File: config.mk
export PLATFORM = sky130hd
export DESIGN_NAME = miq_ctrl
export DESIGN_NICKNAME = d
export VERILOG_FILES = /design/src/hw/rtl/miq_pkg.sv /design/src/hw/rtl/miq_ctrl.sv
export SDC_FILE = /design/constraint.sdc
export NUM_CORES = 1
export LEC_CHECK = 0
export ABC_CLOCK_PERIOD_IN_PS = 6900
export BUFFER_PORTS_ARGS = -buffer_cell sky130_fd_sc_hd__buf_2
export CORE_AREA = 4 4 127 129
export CTS_CLUSTER_SIZE = 10
export DETAILED_ROUTE_END_ITERATION = 12
export DIE_AREA = 0 0 131 133
export HOLD_SLACK_MARGIN = 0.02
export PLACE_DENSITY_LB_ADDON = 0.25
export RECOVER_POWER = 100
export SETUP_SLACK_MARGIN = 0.1
export SYNTH_ARGS = -nofsm -noshare
export SYNTH_HDL_FRONTEND = slang
export SYNTH_SLANG_ARGS = --single-unit
File: constraint.sdc
create_clock -name aclk -period 6.9 [get_ports aclk]
set_input_delay 1.38 -clock aclk [delete_from_list [all_inputs] [get_ports aclk]]
set_output_delay 1.38 -clock aclk [all_outputs]
set_load 0.05 [all_outputs]
File: src/hw/rtl/miq_pkg.sv
// shared types and codes for the middle-insert queue
`timescale 1ns / 1ps

package miq_pkg;

    localparam int CAPACITY_DEF = 1024;
    localparam int ITEM_W       = 32;

    // operation codes
    localparam logic [1:0] OP_APPEND = 2'd0;
    localparam logic [1:0] OP_INSERT = 2'd1;
    localparam logic [1:0] OP_POP    = 2'd2;

    // result status codes
    localparam logic [1:0] STS_PUSH_DONE = 2'd0;
    localparam logic [1:0] STS_POP_DONE  = 2'd1;
    localparam logic [1:0] STS_POP_EMPTY = 2'd2;
    localparam logic [1:0] STS_PUSH_FULL = 2'd3;

    typedef struct packed {
        logic [1:0]        operation;
        logic [ITEM_W-1:0] item_value;
    } in_item_t;

    typedef struct packed {
        logic [ITEM_W-1:0] popped_value;
        logic [1:0]        status;
    } out_item_t;

    // memory operations planned for one transaction
    typedef struct packed {
        logic       front_we;
        logic       back_we;
        logic       front_re;
        logic       back_re;
        logic       move_we;
        logic       move_fwd;
        logic [1:0] status;
    } plan_t;

endpackage

File: src/hw/rtl/miq_ctrl.sv
// head and count bookkeeping for both halves, plans the memory accesses
`timescale 1ns / 1ps

module miq_ctrl #(
    parameter int  CAPACITY = miq_pkg::CAPACITY_DEF,
    localparam int PTR_W    = $clog2(CAPACITY),
    localparam int CNT_W    = $clog2(CAPACITY + 1)
) (
    input  logic               aclk,
    input  logic               aresetn,
    input  logic               accept,
    input  miq_pkg::in_item_t  item,
    output miq_pkg::plan_t     plan,
    output logic [PTR_W-1:0]   front_waddr,
    output logic [PTR_W-1:0]   back_waddr,
    output logic [PTR_W-1:0]   front_raddr,
    output logic [PTR_W-1:0]   back_raddr,
    output logic [PTR_W-1:0]   move_addr
);

    localparam logic [CNT_W:0]   CAP_S  = (CNT_W + 1)'(CAPACITY);
    localparam logic [PTR_W-1:0] CAP_M1 = PTR_W'(CAPACITY - 1);

    logic [PTR_W-1:0] front_head_reg, front_head_next;
    logic [PTR_W-1:0] back_head_reg,  back_head_next;
    logic [CNT_W-1:0] front_count_reg, front_count_next;
    logic [CNT_W-1:0] back_count_reg,  back_count_next;

    logic [CNT_W:0]   total;
    logic             full;
    logic             f_eq_b;
    logic             f_gt_b;
    logic [PTR_W-1:0] front_tail;
    logic [PTR_W-1:0] back_tail;
    logic [PTR_W-1:0] back_prev;
    logic [PTR_W-1:0] front_head_inc;
    logic [PTR_W-1:0] back_head_inc;

    function automatic logic [PTR_W-1:0] ring_add(input logic [PTR_W-1:0] base,
                                                  input logic [CNT_W-1:0] off);
        logic [CNT_W:0] s;
        s = (CNT_W + 1)'(base) + (CNT_W + 1)'(off);
        if (s >= CAP_S) begin
            s = s - CAP_S;
        end
        return s[PTR_W-1:0];
    endfunction

    assign total  = {1'b0, front_count_reg} + {1'b0, back_count_reg};
    assign full   = (total >= CAP_S);
    assign f_eq_b = (front_count_reg == back_count_reg);
    assign f_gt_b = ({1'b0, front_count_reg} == ({1'b0, back_count_reg} + (CNT_W + 1)'(1)));

    assign front_tail     = ring_add(front_head_reg, front_count_reg);
    assign back_tail      = ring_add(back_head_reg, back_count_reg);
    assign front_head_inc = ring_add(front_head_reg, CNT_W'(1));
    assign back_head_inc  = ring_add(back_head_reg, CNT_W'(1));
    assign back_prev      = (back_head_reg == '0) ? CAP_M1 : back_head_reg - PTR_W'(1);

    always_comb begin
        plan             = '0;
        front_head_next  = front_head_reg;
        back_head_next   = back_head_reg;
        front_count_next = front_count_reg;
        back_count_next  = back_count_reg;
        front_waddr      = front_tail;
        back_waddr       = back_tail;
        front_raddr      = front_head_reg;
        back_raddr       = back_head_reg;
        // rebalancing write to the front tail always lands at head + count
        move_addr        = front_tail;

        priority if (item.operation == miq_pkg::OP_APPEND ||
                     item.operation == miq_pkg::OP_INSERT) begin
            if (full) begin
                plan.status = miq_pkg::STS_PUSH_FULL;
            end else begin
                plan.status = miq_pkg::STS_PUSH_DONE;
                if (item.operation == miq_pkg::OP_APPEND) begin
                    plan.back_we = 1'b1;
                    if (f_eq_b) begin
                        // back head (or the new item, if the back half is empty) shifts over to the front tail
                        plan.move_we     = 1'b1;
                        plan.move_fwd    = (back_count_reg == '0);
                        plan.back_re     = (back_count_reg != '0);
                        back_head_next   = back_head_inc;
                        front_count_next = front_count_reg + CNT_W'(1);
                    end else begin
                        back_count_next  = back_count_reg + CNT_W'(1);
                    end
                end else begin
                    if (f_gt_b) begin
                        // new item goes straight to the back head
                        plan.back_we     = 1'b1;
                        back_waddr       = back_prev;
                        back_head_next   = back_prev;
                        back_count_next  = back_count_reg + CNT_W'(1);
                    end else begin
                        plan.front_we    = 1'b1;
                        front_count_next = front_count_reg + CNT_W'(1);
                    end
                end
            end
        end else begin
            if (front_count_reg == '0) begin
                plan.status = miq_pkg::STS_POP_EMPTY;
            end else begin
                plan.status     = miq_pkg::STS_POP_DONE;
                plan.front_re   = 1'b1;
                front_head_next = front_head_inc;
                if (f_eq_b) begin
                    plan.back_re     = 1'b1;
                    plan.move_we     = 1'b1;
                    back_head_next   = back_head_inc;
                    back_count_next  = back_count_reg - CNT_W'(1);
                end else begin
                    front_count_next = front_count_reg - CNT_W'(1);
                end
            end
        end
    end

    always_ff @(posedge aclk) begin
        if (!aresetn) begin
            front_head_reg  <= '0;
            back_head_reg   <= '0;
            front_count_reg <= '0;
            back_count_reg  <= '0;
        end else if (accept) begin
            front_head_reg  <= front_head_next;
            back_head_reg   <= back_head_next;
            front_count_reg <= front_count_next;
            back_count_reg  <= back_count_next;
        end
    end

endmodule
# Yosys cells after proc, flatten, opt, wreduce, memory -nomap -nowiden
# Cells that the tools add are included.
dict set report classes {
  eq_ne 10
  n_bitwise 2
  reduce_logical 11
  n_mux 46
  n_lt_le_gt_ge 5
  add_sub_neg 15
}
# cell count
set op_table {}
lappend op_table {{two-way mux 11 bit} 14}
lappend op_table {{two-way mux 10 bit} 15}
lappend op_table {{subtractor 10 x 1 -> 10 bit (second input constant)} 5}
lappend op_table {{greater-or-equal comparator 12 x 11 -> 1 bit (second input constant)} 3}
lappend op_table {{adder 10 x 11 -> 12 bit} 2}
lappend op_table {{adder 10 x 1 -> 11 bit (second input constant)} 2}
lappend op_table {{adder 11 x 1 -> 11 bit (second input constant)} 2}
lappend op_table {{greater-or-equal comparator 11 bit (second input constant)} 2}
lappend op_table {{zero test 11 bit} 2}
lappend op_table {{subtractor 11 x 1 -> 11 bit (second input constant)} 2}
lappend op_table {{two-way mux 2 bit} 7}
lappend op_table {{adder 11 x 1 -> 12 bit (second input constant)} 1}
lappend op_table {{adder 11 x 11 -> 12 bit} 1}
lappend op_table {{equality test 11 x 12 -> 1 bit} 1}
lappend op_table {{two-way mux 3 bit} 4}
lappend op_table {{!= test 3 bit (second input constant)} 4}
lappend op_table {{AND reduction 6 bit} 2}
lappend op_table {{equality test 11 bit} 1}
lappend op_table {{nonzero test 11 bit} 1}
lappend op_table {{zero test 10 bit} 1}
lappend op_table {{two-way mux 1 bit} 6}
lappend op_table {{!= test 2 bit (second input constant)} 2}
lappend op_table {{AND reduction 4 bit} 1}
lappend op_table {{AND reduction 3 bit} 1}
lappend op_table {{6 further kinds} 7}
dict set report totals {
  reg_bits 42
}

# Longest topological paths before layout
# Gate-level depths: netlist (run 1).
dict set report depth {
  word_depth 7
  depth_mapped 12
  mapped_depth_nobuf 11
}

# Least setup slack after synthesis (run 1)
# OpenSTA, ideal clock, no wires.
dict set report synth_path {
  path_type {register -> output}
  from {reg front_head_reg[0], in the netlist front_raddr[0]}
  to {out move_addr[8]}
  t_arrival_ps 3355
  setup_slack_ps 2165
  path_buffers 1
  stages_incl_launch_ff 13
  required_time_ps 5520
  cell_sequence {dfxtp_1 -> ha_1 -> inv_1 -> fa_1 -> nor2b_1 -> o21ai_0 -> a21boi_0 -> o21ai_0 -> nand2b_1 -> a21o_1 -> a21oi_1 -> xnor2_1 -> buf_4}
}
dict set report synth_between {
  elab_chain_len 3
  elab_cells_between_ends 4
  classes_between {2 x add/sub; 1 x order compare; 1 x mux}
}
# element line_no
set synth_lines {}
lappend synth_lines {{start, declared} miq_ctrl.sv:24} ;# logic [PTR_W-1:0] front_head_reg, front_head_next;
lappend synth_lines {{start signal, assigned} miq_ctrl.sv:130} ;# front_head_reg <= front_head_next;
lappend synth_lines {{adder 10 x 11 -> 12 bit *} miq_ctrl.sv:42} ;# s = (CNT_W + 1)'(base) + (CNT_W + 1)'(off);
lappend synth_lines {{subtractor 10 x 1 -> 10 bit / greater-or-equal comparator 12 x 11 -> 1 bit (equally long branches)} {miq_ctrl.sv:44, miq_ctrl.sv:43}}
lappend synth_lines {{two-way mux 10 bit *} miq_ctrl.sv:43} ;# if (s >= CAP_S) begin
lappend synth_lines {{end, declared} miq_ctrl.sv:18} ;# output logic [PTR_W-1:0] move_addr
# Mark *: on every way between the ends. The rest lies on a longest branch, timed or not.

# Worst setup path in the final report (run 1)
dict set report layout_path {
  from {in item[33] (netlist bit)}
  to {out back_waddr[1]}
}
dict set report layout_between {
  elab_chain_len 4
  elab_cells_between_ends 6
  classes_between {1 x eq/ne; 3 x mux; 2 x reduce/logical}
}
# element line_no
set layout_lines {}
lappend layout_lines {{start, declared} miq_ctrl.sv:12} ;# input miq_pkg::in_item_t item,
lappend layout_lines {{zero test 2 bit} {miq_ctrl.sv:73, miq_ctrl.sv:79}}
lappend layout_lines {{two-way mux 10 bit} miq_ctrl.sv:79} ;# if (item.operation == miq_pkg::OP_APPEND) begin
lappend layout_lines {{two-way mux 10 bit} miq_ctrl.sv:75} ;# if (full) begin
lappend layout_lines {{two-way mux 10 bit *} miq_ctrl.sv:73} ;# priority if (item.operation == miq_pkg::OP_APPEND ||
lappend layout_lines {{end, declared} miq_ctrl.sv:15} ;# output logic [PTR_W-1:0] back_waddr,
# Marks and branches as above.

==> flow_metrics.env, run 1 <==
export IMPL_async_flop_share=0
export IMPL_outcome="complete, but fails checks"
export IMPL_clk_insertion_delay_late_ns=0.29
export IMPL_post_route_period_util=0.868
export IMPL_cts_root_buf="clkbuf_16"
export IMPL_cts_tree="yes"
export IMPL_post_route_min_period_ns=5.99
export IMPL_synth_edf_count=0
export IMPL_ant_nets=0
export IMPL_ff2ff_path_depth=10
export IMPL_worstHoldPathCells=2
export IMPL_critPathKind="input pin to primary output"
export IMPL_track_usage=0.140
export IMPL_crit_slowest_cell="clkbuf_1"
export IMPL_initial_core_util=0.296
export IMPL_grt_max_degree=37
export IMPL_path_depth=6
export IMPL_setup_viol_count_final=0
export IMPL_power_density_mw_per_mm2=510
export IMPL_slew_headroom=-0.174
export IMPL_synth_avg_cell_area_um2=7.72
export IMPL_fp_dieW_um=131
export IMPL_drtIter0Drc=260
export IMPL_rsz0062_at_grt="false"
export IMPL_dpl_hpwl_mm=8.92
export IMPL_dp_cells=790
export IMPL_endpoint_kind="primary output"
export IMPL_cp_start_kind="input pin"
export IMPL_cp_common_cell="clkbuf_1"
export IMPL_nets=703
export IMPL_avgViaCountPerCell=5.20
export IMPL_crit_family="buffers and inverters"
export IMPL_cap_viol_max_count=1
export IMPL_num_vias=4152
export IMPL_drive_gt1_frac=0.0656
export IMPL_instances_no_fill=798
export IMPL_post_cts_setup_buffer_count=0
export IMPL_antennaDiodeCount=0
export IMPL_synth_nets=671
export IMPL_synthCells=577
export IMPL_ctsResizeCount=0
export IMPL_slew_viol_final=37
export IMPL_overflow=0
export IMPL_yosysSeqAreaShare=0.189
export IMPL_peakVddDrop_uv=290
export IMPL_ctsHoldBuffers=0
export IMPL_rows=45
export IMPL_cts_htree_levels=2
export IMPL_grt_pass1_vias=3894
export IMPL_syn_area_mm2=0.00446
export IMPL_finalHoldViolCount=0
export IMPL_antenna_found_initial=0
export IMPL_synth_seq_cells=42
export IMPL_ios=95
export IMPL_cts_sinks=42
export IMPL_dr_pass1_iters=5
export IMPL_leakage_nw=2.02
export IMPL_cts_buffer_depth=2
export IMPL_synth_warnings=0
export IMPL_critPathRequiredTime_ns=5.52
export IMPL_wirelength_mm=12.0
export IMPL_violations="capacitance limit, slew limit"
export IMPL_gp_congestion=0.817
export IMPL_cp_max_fo=29
export IMPL_skew_ns=0.00481
export IMPL_cpPeakStageDelay_ns=1.03
export IMPL_drc_errors=0
export IMPL_path_buf_inv=3
export IMPL_io_buffer_count=62
export IMPL_cp_arrival_ns=4.61
export IMPL_fin_tns_setup_ns=0
export IMPL_grt_pass1_wl_mm=19.9
export IMPL_worstHoldPathType="register to register"
export IMPL_synth_cell_type_count=64
export IMPL_worstPathCellList="clkbuf_1, inv_1, nand2_1, or3_1, a21o_1, clkbuf_1"
export IMPL_cts_made_buffers=5
export IMPL_core_area_mm2=0.0150
export IMPL_fill_cells=1602
export IMPL_area_growth_pct=9.80
export IMPL_die_y_um=133
export IMPL_post_drt_wl_per_cell_um=15.1
export IMPL_worstMarginPinSlew_ns=1.76
export IMPL_fmax_ghz=0.167
export IMPL_synth_ff_type="dfxtp_1"
export IMPL_clkTransAtPathRegs_ns=0.06
export IMPL_dieArea_mm2=0.0174
## through the flow
stage	hold slack (ns)	setup slack, ns	area [um2]	power, mW	util
2_1_floorplan	0.488	2.17	4460	1.92	-
5_1_grt	0.568	0.641	4890	2.71	0.325
3_5_place_dp	0.516	1.77	4800	2.26	0.319
6_report	0.526	0.910	4890	2.50	0.325
4_1_cts	0.524	1.62	4960	2.54	0.330
3_3_place_gp	0.503	1.80	4800	2.24	0.319
## cells in the final DEF, fill, tap and decap left out, drive strengths merged, types with 3 or more instances in the layout
master and instances:
a31o 3, buf 12, dfxtp 42, fa 5
a31oi 3, clkbuf 59, and3 5, nand2b 5
o221a 5, mux2i 4, inv 22, nand2 51
nor2 46, o21ai 34, o31ai 10, a21o 8
nand4 9, nor2b 6, and4 5, a21oi 52
o2111ai 3, nand3 33, xnor2 37, nand4b 4
o211ai 3, xor2 22, ha 52, o22ai 3
nor3 18, or3 10, nor4 6
## synthesized netlist by cell type, drive strengths merged, types with 4 or more instances
master | n | share of area
clkbuf | 19 | 0.016
nand2b | 5 | 0.0070
a21oi | 52 | 0.062
mux2i | 4 | 0.0090
fa | 5 | 0.022
o21ai | 34 | 0.041
buf | 20 | 0.032
xor2 | 22 | 0.043
nand4 | 9 | 0.013
and3 | 5 | 0.0070
xnor2 | 37 | 0.074
nor3 | 18 | 0.021
ha | 52 | 0.15
o221a | 5 | 0.013
nand4b | 4 | 0.0079
nand2 | 51 | 0.043
and4 | 5 | 0.0098
a21o | 8 | 0.013
nor2 | 46 | 0.039
or3 | 10 | 0.014
nand3 | 33 | 0.037
nor4 | 6 | 0.0084
nor2b | 6 | 0.0084
inv | 22 | 0.019
o31ai | 10 | 0.018
dfxtp | 42 | 0.19
## tightest hold or removal path, stage by stage (launching register included)
cell	delay, ns
dfxtp_1	0.34
o21ai_0	0.08
a21oi_1	0.06
## logic make-up after synthesis
| family | synth area share |
|---|---|
| muxes | 0.00899 |
| adders and majority gates | 0.168 |
| xor gates and xnor gates | 0.123 |
| DFF | 0.189 |
| buffers and inverters | 0.0680 |
| and+or+nand+nor | 0.231 |
| AOI/OAI and AO/OA | 0.213 |
## power by group
part / internal, mW / switching (mW)
clock network: 0.171 / 0.101
logic: 0.539 / 1.20
registers: 0.306 / 0.182
## routing by layer
| metal | track usage | wire, um | vias to the layer above |
|---|---|---|---|
| met5 | 0 | 0 | - |
| met4 | 0.0337 | 99 | 0 |
| met3 | 0.0186 | 508 | 6 |
| met2 | 0.224 | 5510 | 75 |
| met1 | 0.197 | 5900 | 1920 |
| li1 | - | - | 2151 |
## path summary, 6_finish.rpt
| kind | from | to | slack, ns |
|---|---|---|---|
| max | item[33] | back_waddr[1] | 0.91 |
| min | front_raddr[9]$_SDFFE_PN0P_ | front_raddr[9]$_SDFFE_PN0P_ | 0.53 |
| max reg2reg | back_count_reg[1]$_SDFFE_PN0P_ | back_count_reg[10]$_SDFFE_PN0P_ | 3.20 |
| min reg2reg | front_raddr[9]$_SDFFE_PN0P_ | front_raddr[9]$_SDFFE_PN0P_ | 0.53 |
## cell type report
type	count	area, um2	area share
clock buffers	7	133	0.0271
clock inverters	1	30.0	0.00614
inverters	23	86.3	0.0176
multi-input cells	473	3310	0.677
flip-flops and latches	42	841	0.172
well taps	188	235	0.0481
repair buffers	64	255	0.0522
Power figures use the tool's default switching activity.
==> inputs of run 2 (changes only) <==
Settings changed: ABC_CLOCK_PERIOD_IN_PS 6900 to 5200, SETUP_SLACK_MARGIN 0.1 to 0.5.
Clock period 6.9 ns to 5.2 ns, I/O delays scaled along.
==> run 2 against run 1 <==
The flow still finishes with violations (capacitance limit, slew limit). Count of clock-buffer cells in the layout is the same. Register-to-register slack lost 1.9 ns. Core utilization grew 0.20 points. Routed wire length grew 2.7%. Die area is the same. Clock skew shrank 0.0018 ns. Via count grew 2.2%. First-iteration DRC count grew 6.9%. Combinational power grew 38%. Final cell count grew 0.88%. Critical endpoint is now back_waddr[0]. Largest power group unchanged.
==> flow_metrics.env, run 2 (same netlist as run 1, synthesis figures left out) <==
export IMPL_post_route_period_util=0.886
export IMPL_io_buffer_count=62
export IMPL_cap_viol_max_count=1
export IMPL_die_y_um=133
export IMPL_slew_headroom=-0.196
export IMPL_nets=711
export IMPL_power_mw=3.29
export IMPL_cp_start_kind="register"
export IMPL_r2r_start="back_count_reg[1]$_SDFFE_PN0P_"
export IMPL_cts_htree_levels=2
export IMPL_leakage_nw=2.05
export IMPL_gp_congestion=0.870
export IMPL_rsz0062_at_grt="false"
export IMPL_track_usage=0.143
export IMPL_dieArea_mm2=0.0174
export IMPL_slew_viol_final=37
export IMPL_cts_tree="yes"
export IMPL_worstHoldPathType="register to register"
export IMPL_place_ws_ns=0.703
export IMPL_fill_cells=1615
export IMPL_area_growth_pct=10.5
export IMPL_outcome="complete, but fails checks"
export IMPL_worstMarginPinSlew_ns=1.79
export IMPL_cts_made_buffers=5
export IMPL_clkTransAtPathRegs_ns=0.06
export IMPL_dr_pass1_iters=5
export IMPL_peakVddDrop_uv=370
export IMPL_multi_input_area_mm2=0.00331
export IMPL_ios=95
export IMPL_initial_core_util=0.296
export IMPL_cts_sinks=42
export IMPL_critPathKind="register to primary output"
export IMPL_rows=45
export IMPL_final_cell_mix="ha_1 (52), clkbuf_1 (52), nand2_1 (51)"
export IMPL_skew_ns=0.00304
export IMPL_fmax_ghz=0.217
export IMPL_power_density_mw_per_mm2=668
export IMPL_setup_viol_count_final=0
export IMPL_cts_root_buf="clkbuf_16"
export IMPL_violations="capacitance limit, slew limit"
export IMPL_grt_pass1_vias=4040
export IMPL_fp_dieW_um=131
export IMPL_post_drt_wl_per_cell_um=15.3
export IMPL_antenna_found_initial=0
export IMPL_seqCellArea_um2=842
export IMPL_cp_max_fo=19
export IMPL_drc_errors=0
export IMPL_post_route_min_period_ns=4.61
export IMPL_core_area_mm2=0.0150
export IMPL_drtIter0Drc=278
export IMPL_num_vias=4242
export IMPL_setup_ws_ns=0.591
export IMPL_overflow=0
export IMPL_crit_start="back_count_reg[1]$_SDFFE_PN0P_"
export IMPL_avgViaCountPerCell=5.27
export IMPL_post_cts_setup_buffer_count=0
export IMPL_ant_nets=0
export IMPL_wirelength_mm=12.3
export IMPL_critPathRequiredTime_ns=4.16
export IMPL_antennaDiodeCount=0
export IMPL_fin_tns_setup_ns=0
export IMPL_min_from="front_raddr[9]$_SDFFE_PN0P_"
export IMPL_cts_buffer_depth=2
export IMPL_clk_insertion_delay_late_ns=0.28
export IMPL_drive_gt1_frac=0.0794
export IMPL_finalHoldViolCount=0
export IMPL_cp_arrival_ns=3.57
export IMPL_grt_max_degree=37
export IMPL_dpl_hpwl_mm=9.28
export IMPL_endpoint_kind="primary output"
export IMPL_grt_pass1_wl_mm=20.5
[run 2: path summary, 6_finish.rpt]
path              slack (ns)                               to  cells after the start
setup / recovery        0.59                    back_waddr[0]                     11
hold / removal          0.53      front_raddr[9]$_SDFFE_PN0P_                      2
setup reg to reg        1.32  back_count_reg[10]$_SDFFE_PN0P_                     10
hold reg to reg         0.53      front_raddr[9]$_SDFFE_PN0P_                      2
[run 2: routing by layer]
layer | vias up | track usage | wire length [um]
met5 | - | 0 | 0
met4 | 0 | 0.0360 | 184
met3 | 14 | 0.0182 | 567
met2 | 111 | 0.227 | 5640
met1 | 1963 | 0.203 | 5950
li1 | 2154 | - | -
[run 2: power by group]
part | total, mW | switching [mW] | internal [mW]
Clock | 0.307 | 0.131 | 0.176
Combinational | 2.38 | 1.64 | 0.737
Sequential | 0.604 | 0.196 | 0.408
Total | 3.29 | 1.97 | 1.32
[run 2: layout make-up]
| type | count | area share |
|---|---|---|
| sequential | 42 | 0.171 |
| clock buffer | 7 | 0.0269 |
| inverter | 23 | 0.0175 |
| multi-input combinational | 473 | 0.672 |
| tap | 188 | 0.0478 |
| timing repair buffer | 72 | 0.0651 |
[run 2: repair_timing]
item | CTS | global route
gates resized for setup | 2 | 1
endpoints found under the setup margin | 10 | 4
hold buffers | 0 | 0
hold endpoints to repair | 0 | 0
[run 2: stage by stage]
step           std cells  cell area (um2)  utilization  hold slack, ns
6_report             805             4920        0.327           0.530
5_1_grt              805             4920        0.327           0.569
4_1_cts              805             5000        0.332           0.529
3_5_place_dp         798             4860        0.323           0.521
3_3_place_gp         798             4860        0.323           0.511
2_1_floorplan        577             4460            -           0.488
[run 2: worst max-delay path, stage by stage, from the launching register on]
cell and delay (ns):
dfxtp_1 0.49, inv_1 0.13, ha_1 0.31, xnor2_1 0.13
nand2_1 0.08, a2111oi_0 0.44, o2111ai_1 0.22, or3_1 0.41
or3_4 0.52, a21oi_1 0.16, a21o_1 0.12, buf_2 0.27
